$ cat src/hdl/stt_pkg.sv
// shared types, character codes and helper functions for the source text tokenizer
package stt_pkg;

   // input beat: one byte of source text
   typedef struct packed {
      logic [7:0] char_in;
      logic       text_last;
   } req_type;

   // result beat: one emitted byte with token markers
   typedef struct packed {
      logic [7:0] char_out;
      logic       has_char;
      logic       token_start;
      logic       run_last;
      logic       text_end;
   } rsp_type;

   // lexer modes
   localparam logic [1:0] MODE_NORMAL  = 2'd0;
   localparam logic [1:0] MODE_QUOTE   = 2'd1;
   localparam logic [1:0] MODE_COMMENT = 2'd2;

   // run classes
   localparam logic [1:0] CLS_OTHER = 2'd0;
   localparam logic [1:0] CLS_WORD  = 2'd1;
   localparam logic [1:0] CLS_NONE  = 2'd2;

   // character codes
   localparam logic [7:0] CH_QUOTE   = 8'h22;
   localparam logic [7:0] CH_NL      = 8'h0A;
   localparam logic [7:0] CH_SLASH   = 8'h2F;
   localparam logic [7:0] CH_SPACE   = 8'h20;
   localparam logic [7:0] CH_TAB     = 8'h09;
   localparam logic [7:0] CH_LBRACE  = 8'h7B;
   localparam logic [7:0] CH_RBRACE  = 8'h7D;
   localparam logic [7:0] CH_LBRACK  = 8'h5B;
   localparam logic [7:0] CH_RBRACK  = 8'h5D;
   localparam logic [7:0] CH_LPAREN  = 8'h28;
   localparam logic [7:0] CH_RPAREN  = 8'h29;
   localparam logic [7:0] CH_UNDER   = 8'h5F;
   localparam logic [7:0] CH_LOW_A   = 8'h61;
   localparam logic [7:0] CH_LOW_Z   = 8'h7A;
   localparam logic [7:0] CH_UP_A    = 8'h41;
   localparam logic [7:0] CH_UP_Z    = 8'h5A;
   localparam logic [7:0] CH_DIG_0   = 8'h30;
   localparam logic [7:0] CH_DIG_9   = 8'h39;

   // word characters are letters, digits and underscore
   function automatic logic [1:0] char_class(input logic [7:0] c);
      logic word;
      word = (c >= CH_LOW_A && c <= CH_LOW_Z) || (c >= CH_UP_A && c <= CH_UP_Z) ||
             (c >= CH_DIG_0 && c <= CH_DIG_9) || (c == CH_UNDER);
      return word ? CLS_WORD : CLS_OTHER;
   endfunction

   function automatic logic is_bracket(input logic [7:0] c);
      return (c == CH_LBRACE) || (c == CH_RBRACE) || (c == CH_LBRACK) ||
             (c == CH_RBRACK) || (c == CH_LPAREN) || (c == CH_RPAREN);
   endfunction

   // plain emitted byte, end markers filled in later
   function automatic rsp_type make_beat(input logic [7:0] c, input logic start);
      rsp_type b;
      b.char_out    = c;
      b.has_char    = 1'b1;
      b.token_start = start;
      b.run_last    = 1'b0;
      b.text_end    = 1'b0;
      return b;
   endfunction

endpackage

$ cat src/hdl/stt_lex.sv
// lexer state and per-byte step logic, up to two result beats per byte
module stt_lex
   import stt_pkg::*;
(
   input  logic       clock,
   input  logic       reset,
   input  logic       step,
   input  req_type    item,
   output rsp_type    res_first,
   output rsp_type    res_second,
   output logic [1:0] res_cnt
);

   logic [1:0] mode_ff, mode_in;
   logic [7:0] prev_ff, prev_in;
   logic [1:0] cls_ff,  cls_in;
   logic       open_ff, open_in;
   logic       held_ff, held_in;

   rsp_type    res [2];
   logic [1:0] n;
   logic [7:0] c;
   logic [1:0] cls;
   logic       lst;

   // one step of the tokenizer
   always_comb begin
      mode_in = mode_ff;
      cls_in  = cls_ff;
      open_in = open_ff;
      held_in = held_ff;
      c       = item.char_in;
      prev_in = c;
      cls     = char_class(c);
      res[0]  = '0;
      res[1]  = '0;
      n       = 2'd0;
      lst     = 1'b0;

      if (mode_ff == MODE_QUOTE) begin
         res[n[0]] = make_beat(c, 1'b0);
         n = n + 2'd1;
         if (c == CH_QUOTE) mode_in = MODE_NORMAL;
      end else if (mode_ff == MODE_COMMENT) begin
         if (c == CH_NL) begin
            mode_in = MODE_NORMAL;
         end else begin
            res[n[0]] = make_beat(c, 1'b0);
            n = n + 2'd1;
         end
      end else if (c == CH_QUOTE) begin
         held_in = 1'b0;
         open_in = 1'b0;
         res[n[0]] = make_beat(c, 1'b1);
         n = n + 2'd1;
         mode_in = MODE_QUOTE;
      end else if (c == CH_NL) begin
         held_in = 1'b0;
         open_in = 1'b0;
         res[n[0]] = make_beat(c, 1'b1);
         n = n + 2'd1;
      end else if (c == CH_SLASH && prev_ff == CH_SLASH) begin
         // comment start: slash pair
         held_in = 1'b0;
         open_in = 1'b0;
         res[0] = make_beat(CH_SLASH, 1'b1);
         res[1] = make_beat(CH_SLASH, 1'b0);
         n = 2'd2;
         mode_in = MODE_COMMENT;
      end else begin
         // release a held lone slash
         if (held_ff) begin
            res[n[0]] = make_beat(CH_SLASH, 1'b1);
            n = n + 2'd1;
            held_in = 1'b0;
            open_in = 1'b1;
            cls_in  = CLS_OTHER;
         end
         if (c == CH_SPACE || c == CH_TAB) begin
            open_in = 1'b0;
            cls_in  = CLS_NONE;
         end else if (is_bracket(c)) begin
            res[n[0]] = make_beat(c, 1'b1);
            n = n + 2'd1;
            open_in = 1'b0;
            cls_in  = CLS_NONE;
         end else if (open_in && cls_in == cls) begin
            res[n[0]] = make_beat(c, 1'b0);
            n = n + 2'd1;
         end else if (c == CH_SLASH) begin
            held_in = 1'b1;
            open_in = 1'b1;
            cls_in  = CLS_OTHER;
         end else begin
            res[n[0]] = make_beat(c, 1'b1);
            n = n + 2'd1;
            open_in = 1'b1;
            cls_in  = cls;
         end
      end

      // end of text: flush held slash, bare marker, back to reset state
      if (item.text_last) begin
         if (held_in) begin
            res[n[0]] = make_beat(CH_SLASH, 1'b1);
            n = n + 2'd1;
         end
         if (n == 2'd0) n = 2'd1;
         lst = n[1];
         res[lst].text_end = 1'b1;
         mode_in = MODE_NORMAL;
         prev_in = '0;
         cls_in  = CLS_NONE;
         open_in = 1'b0;
         held_in = 1'b0;
      end
      lst = n[1];
      if (n != 2'd0) res[lst].run_last = 1'b1;
   end

   assign res_first  = res[0];
   assign res_second = res[1];
   assign res_cnt    = n;

   // lexer state
   always_ff @(posedge clock) begin
      if (reset) begin
         mode_ff <= MODE_NORMAL;
         prev_ff <= '0;
         cls_ff  <= CLS_NONE;
         open_ff <= 1'b0;
         held_ff <= 1'b0;
      end else if (step) begin
         mode_ff <= mode_in;
         prev_ff <= prev_in;
         cls_ff  <= cls_in;
         open_ff <= open_in;
         held_ff <= held_in;
      end
   end

endmodule

$ cat src/hdl/source_text_tokenizer.sv
// top level of the source text tokenizer: input register, lexer, two-entry result buffer
//
//   channel   ports                               direction   beat
//   req       req_valid, req_stall, req_data      in          one source byte, last flag
//   rsp       rsp_valid, rsp_stall, rsp_data      out         one emitted byte with markers
//
// a byte is taken into the input register, stepped through the lexer into the result
// buffer once that has room, and shown on rsp from the result buffer.
// one byte per cycle is sustained while rsp_stall is low and each byte gives at most
// one result; a two-result byte holds the result buffer, and the input, till both pop.
// reset is synchronous and returns the lexer to normal mode with both buffers empty.
// rsp_stall holds the result buffer and, while it is not empty, backs up into req_stall.
module source_text_tokenizer
   import stt_pkg::*;
(
   input  logic    clock,
   input  logic    reset,
   input  logic    req_valid,
   output logic    req_stall,
   input  req_type req_data,
   output logic    rsp_valid,
   input  logic    rsp_stall,
   output rsp_type rsp_data
);

   logic       in_valid_ff, in_valid_in;
   req_type    in_data_ff;
   logic [1:0] buf_cnt_ff, buf_cnt_in;
   rsp_type    buf0_ff, buf0_in;
   rsp_type    buf1_ff, buf1_in;

   logic       accept;
   logic       pop;
   logic       buf_free;
   logic       step;
   rsp_type    res_first;
   rsp_type    res_second;
   logic [1:0] res_cnt;

   // handshake control
   assign pop       = (buf_cnt_ff != 2'd0) && !rsp_stall;
   assign buf_free  = (buf_cnt_ff == 2'd0) || (buf_cnt_ff == 2'd1 && pop);
   assign step      = in_valid_ff && buf_free;
   assign req_stall = in_valid_ff && !buf_free;
   assign accept    = req_valid && !req_stall;
   assign rsp_valid = buf_cnt_ff != 2'd0;
   assign rsp_data  = buf0_ff;

   stt_lex u_lex (
      .clock      (clock),
      .reset      (reset),
      .step       (step),
      .item       (in_data_ff),
      .res_first  (res_first),
      .res_second (res_second),
      .res_cnt    (res_cnt)
   );

   // input register and result buffer next values
   always_comb begin
      in_valid_in = in_valid_ff;
      if (accept) in_valid_in = 1'b1;
      else if (step) in_valid_in = 1'b0;

      buf_cnt_in = buf_cnt_ff;
      buf0_in    = buf0_ff;
      buf1_in    = buf1_ff;
      if (step) begin
         buf_cnt_in = res_cnt;
         buf0_in    = res_first;
         buf1_in    = res_second;
      end else if (pop) begin
         if (buf_cnt_ff == 2'd2) begin
            buf0_in    = buf1_ff;
            buf_cnt_in = 2'd1;
         end else begin
            buf_cnt_in = 2'd0;
         end
      end
   end

   // control registers
   always_ff @(posedge clock) begin
      if (reset) begin
         in_valid_ff <= 1'b0;
         buf_cnt_ff  <= 2'd0;
      end else begin
         in_valid_ff <= in_valid_in;
         buf_cnt_ff  <= buf_cnt_in;
      end
   end

   // payload registers
   always_ff @(posedge clock) begin
      if (accept) in_data_ff <= req_data;
      buf0_ff <= buf0_in;
      buf1_ff <= buf1_in;
   end

endmodule
$ cat config.mk
export PLATFORM = sky130hd
export DESIGN_NAME = source_text_tokenizer
export DESIGN_NICKNAME = d
export VERILOG_FILES = /design/src/hdl/stt_pkg.sv /design/src/hdl/stt_lex.sv /design/src/hdl/source_text_tokenizer.sv
export SDC_FILE = /design/constraint.sdc
export NUM_CORES = 1
export LEC_CHECK = 0
export ABC_AREA = 1
export BUFFER_PORTS_ARGS = -buffer_cell sky130_fd_sc_hd__buf_2
export CAP_MARGIN = 30
export CORE_MARGIN = 2
export CORE_UTILIZATION = 45
export DETAILED_ROUTE_END_ITERATION = 6
export MAX_ROUTING_LAYER = met4
export PLACE_DENSITY = 0.69
export SETUP_SLACK_MARGIN = 0.4
export SLEW_MARGIN = 20
export SYNTH_ARGS = -nofsm -noshare
export SYNTH_HDL_FRONTEND = slang
export SYNTH_SLANG_ARGS = --single-unit
$ cat constraint.sdc
create_clock -name clock -period 2.7 [get_ports clock]
set_clock_uncertainty 0.05 [all_clocks]
set_input_delay 0.405 -clock clock [delete_from_list [all_inputs] [get_ports clock]]
set_output_delay 0.405 -clock clock [all_outputs]
set_load 0.01 [all_outputs]
# After elaboration in Yosys (flattened, before gate mapping)
# Cells that the tools add are included.
[word_totals]
reg_bits = 50
input_bits = 13
out_inout_bits = 14
word_cells = 223
[op_classes]
n_addsub = 2
order_cmp = 14
n_eq_ne = 26
muxes = 116
bitwise = 7
n_reduce_logical = 39
[ops]
columns = ["operator", "n"]
rows = [
  ["$mux W12", 19],
  ["$mux W24", 9],
  ["$bwmux W24", 4],
  ["$mux W2", 46],
  ["$demux W12 S1", 4],
  ["$eq A8 B6 Y1 const B", 6],
  ["$eq A8 B7 Y1 const B", 5],
  ["$mux W1", 32],
  ["$eq A8 B4 Y1 const B", 2],
  ["$ge A8 B7 Y1 const B", 2],
  ["$le A8 B7 Y1 const B", 2],
  ["$logic_and A1 B1 Y1", 14],
  ["$or A14 B14 Y14", 1],
  ["$and A10 B10 Y10", 1],
  ["$logic_or A1 B1 Y1", 10],
  ["$mux W10", 1],
  ["$ne A2 B2 Y1 const B", 5],
  ["$not A10 Y10", 1],
  ["$reduce_bool A2 Y1", 5],
  ["$ge A2 B2 Y1 const B", 4],
  ["$ge A8 B6 Y1 const B", 1],
  ["$le A8 B6 Y1 const B", 1],
  ["$lt A2 B1 Y1 const B", 4],
  ["$mux W8", 1],
  ["15 further kinds", 24],
]

# Longest topological paths before layout
[logic_depth]
ltp_word = 33
mapped_depth = 22
mapped_depth_nobuf = 21

# Cells and area by module
# Synthesis repeated with hierarchy kept, for this count alone.
[hier_totals]
hier_cells = 348
hier_area_um2 = 2800.2
[modules_own_cells]
columns = ["module", "instances", "cells_each", "area_each_um2", "seq_area_each_um2"]
rows = [
  ["stt_lex", 1, 253, 1488.9, 280.3],
  ["source_text_tokenizer", 1, 95, 1311.3, 1051.0],
]

# Worst setup path before layout
# Ideal clock, no wire load.
[synth_timing]
path_kind = "register to register"
startpoint = "register in_data_ff[8] in the netlist's numbering"
endpoint = "register buf0_ff (netlist bit rsp_data[1]) (data pin)"
setup_time_ns = 0.252
t_arrival_ns = 2.226
t_required_ns = 2.398
setup_slack_ns = 0.171
path_stages_with_launch = 21
n_path_buf = 0
synth_period_minus_slack_ns = 2.529
cell_sequence = "edfxtp_1 nor2_1 nand3_1 inv_1 nand2_2 ha_1 inv_1 nand4_1 nand2_1 nand2_1 nand2_1 nand2_1 nand2_2 nand2_2 inv_1 ha_1 nand2_1 nand4_1 nand2_1 nand2_1 nand2_1"
[synth_rtl]
columns = ["item", "line", "source"]
rows = [
  ["start: declaration", "source_text_tokenizer.sv:27", "req_type in_data_ff;"],
  ["start signal: assignment", "source_text_tokenizer.sv:95", "if (accept) in_data_ff <= req_data;"],
  ["end signal: assignment", "source_text_tokenizer.sv:96", "buf0_ff <= buf0_in;"],
  ["end: declaration", "source_text_tokenizer.sv:29", "rsp_type buf0_ff, buf0_in;"],
]

==> results.cfg <==
[timing]
slew_headroom_pct = 57.9
finalSetupViolations = 0
worst_slack_ps = 185
min_period_ps = 2520
min_period_over_period_pct = 93.2
grt_setup_unrepaired = true
worst_pin_slew_ps = 631
hold_slack_ps = 229
hold_viol_final = 0
maxSlewViolCount = 0
fmax_mhz = 398

[run]
cap_violations = 0

[cells_and_area]
n_fill_cell = 536
multi_input_area_um2 = 1330
register_area_um2 = 1330
finalInstanceArea_um2 = 3590
post-route-util_pct = 60.3
syn2layout_area_growth_pct = 29.2
drive_gt1_share_pct = 36.2
fin_nets = 421
antenna_cells = 0

[placement]
routabilityCongestion = 0.945
port_buffers = 26
dp.final_hpwl_um = 4770
placed_cell_area_um2 = 3110
dp_slack_ps = -5.71

[synthesis]
ys_seq_elements = 50
syn_nets = 347
mappedNetlistArea_um2 = 2780
synth_cell_types = 38
syn_area_per_cell_um2 = 8.39
yosysSeqAreaShare_pct = 47.9
yosys_warnings = 0
synthCells = 331

[floorplanning]
dieHeight_um = 82.6
die-area_um2 = 6820
ios = 27
num_rows = 28
initial_utilization_pct = 46.6
die_width_um = 82.6
coreArea_um2 = 5960

[hold_path]
min_from = req_data[8]
hold_class = in2reg

[global_route]
grt-ovfl-total = 0
grt_pass1_vias = 2344
track_usage_pct = 21.9
grt_max_degree = 25
grt_pass1_wl_um = 10800
antenna_found_initial = 0

[clock_tree]
cts_made_buffers = 5
cts_tree = built
clockRootBuffer = clkbuf_8
cts_max_level = 2
clock-sinks = 50
cts_buffer_depth = 2
clk_latency_ps = 300
clk_pin_slew_worst_paths_ps = 90
hold_buffers = 0

[routing]
route.detailed.drc = 0
drt_iter0_drc = 213
firstDrtPassIters = 5
ant_nets = 0
vias = 2540
routed_wl_um = 6610
wl_per_cell_um = 13.7
viasPerCell = 5.28

[worst_setup_path]
cpPeakStageDelay_ps = 430
r2r_start = u_lex.mode_ff[0]
cp_max_fo = 8
crit_family = simple AND/OR/NAND/NOR gates
end_kind = flip-flop
cp_data_required_time_ps = 2720
crit_buf_inv = 5
worstSetupStartpointType = flip-flop
cp_common_cell = inv_1
worstSetupPathType = reg2reg
path_cells = inv_1 -> nor2_1 -> nor2_4 -> inv_1 -> nor2_1 -> inv_1 -> nor2_2 -> buf_4 -> o21ai_1 -> o221ai_1 -> o22ai_1 -> inv_1
crit_slowest_cell = nor2_1
crit_start = u_lex.mode_ff[0]
arrival_ps = 2530

[power_and_ir_drop]
irDropWorstVdd_mv = 0.329
leakagePower_nw = 1.63
power.density_nw_per_um2 = 444
total_power_mw = 1.59

[run_status]
outcome = completed
## flip-flops by register name, indices dropped and copies added, names as in the netlist
register	count
buf1_ff	12
buf_cnt_ff	2
in_data_ff	9
in_valid_ff	1
rsp_data	12
u_lex.cls_ff	2
u_lex.held_ff	1
u_lex.mode_ff	2
u_lex.open_ff	1
u_lex.prev_ff	8
## metrics by stage
stage                     TNS, ps  cells
final                           0    481
after global routing            0    481
after CTS                       0    472
after detailed placement    -5.71    440
after global placement          0    440
after floorplan                 0    331
## layer usage
metal / GRT usage (%) / up-vias / wire length, um
li1: - / 1255 / -
met1: 27.4 / 1170 / 2790
met2: 35.8 / 97 / 3260
met3: 3.80 / 18 / 380
met4: 8.20 / 0 / 173
met5: - / - / 0
## cell usage in the layout, fill, tap and decap left out, types with 3 or more instances in the layout
cell      instances
nand2_1          58
buf_4            42
inv_1            40
edfxtp_1         33
buf_2            26
a21oi_1          23
nor2_1           22
dfxtp_1          17
nand3_1          16
nand2_2          12
o21ai_0          12
inv_2            11
o21ai_1           9
buf_6             8
nand2_4           7
a21oi_2           6
clkbuf_8          6
nor2_2            5
nor2_4            5
nand4_1           5
nand3_2           4
nor3_1            4
a31oi_1           4
nand3_4           3
inv_4             3
o31ai_1           3
## logic make-up after synthesis
group | synth area share [%]
flip-flops | 47.9
AND/OR/NAND/NOR | 26.4
AO/OA/AOI/OAI | 15.4
buffers and inverters | 8.96
adder cells (fa/ha/maj) | 1.35
## timing repair
item | in CTS | in global routing
resized for setup | 30 | 22
pin swaps | 24 | 11
setup buffers | 24 | 9
cloned | 0 | 0
hold endpoints to repair | 0 | 0
endpoints found under the setup margin | 20 | 21
## synthesized netlist by cell type (all sizes together)
| master | number | area (um2) |
|---|---|---|
| nand2 | 77 | 342 |
| inv | 54 | 208 |
| edfxtp | 33 | 991 |
| nor2 | 33 | 155 |
| a21oi | 29 | 164 |
| nand3 | 23 | 145 |
| o21ai | 23 | 119 |
| dfxtp | 17 | 340 |
| nand4 | 6 | 43.8 |
| nor3 | 6 | 46.3 |
| clkbuf | 5 | 18.8 |
| a31oi | 4 | 25.0 |
| buf | 4 | 22.5 |
| ha | 3 | 37.5 |
| o22ai | 3 | 32.5 |
| o31ai | 3 | 22.5 |
| a211oi | 2 | 15.0 |
| o22a | 2 | 17.5 |
| a22oi | 1 | 7.51 |
| a41oi | 1 | 8.76 |
| o211ai | 1 | 7.51 |
| o221ai | 1 | 8.76 |
## worst paths after layout
kind	cells past startpoint	end	slack, ps
min reg2reg	2	u_lex.prev_ff[5]	420
max reg2reg	12	rsp_data[4]	180
min	1	in_data_ff[8]	230
max	12	rsp_data[4]	180
## layout make-up
class / count / area share [%]
multi-input cells: 218 / 37.0
flip-flops and latches: 50 / 37.1
repair buffers: 76 / 14.9
well taps: 75 / 2.61
clock buffers: 8 / 2.51
inverters: 54 / 5.86
## report_power, final
group | internal, mW | leakage, nW | switching, mW
clock network | 0.209 | 0.0455 | 0.232
logic | 0.111 | 1.13 | 0.169
registers | 0.855 | 0.456 | 0.0170
(Power assumes the default switching activity.)
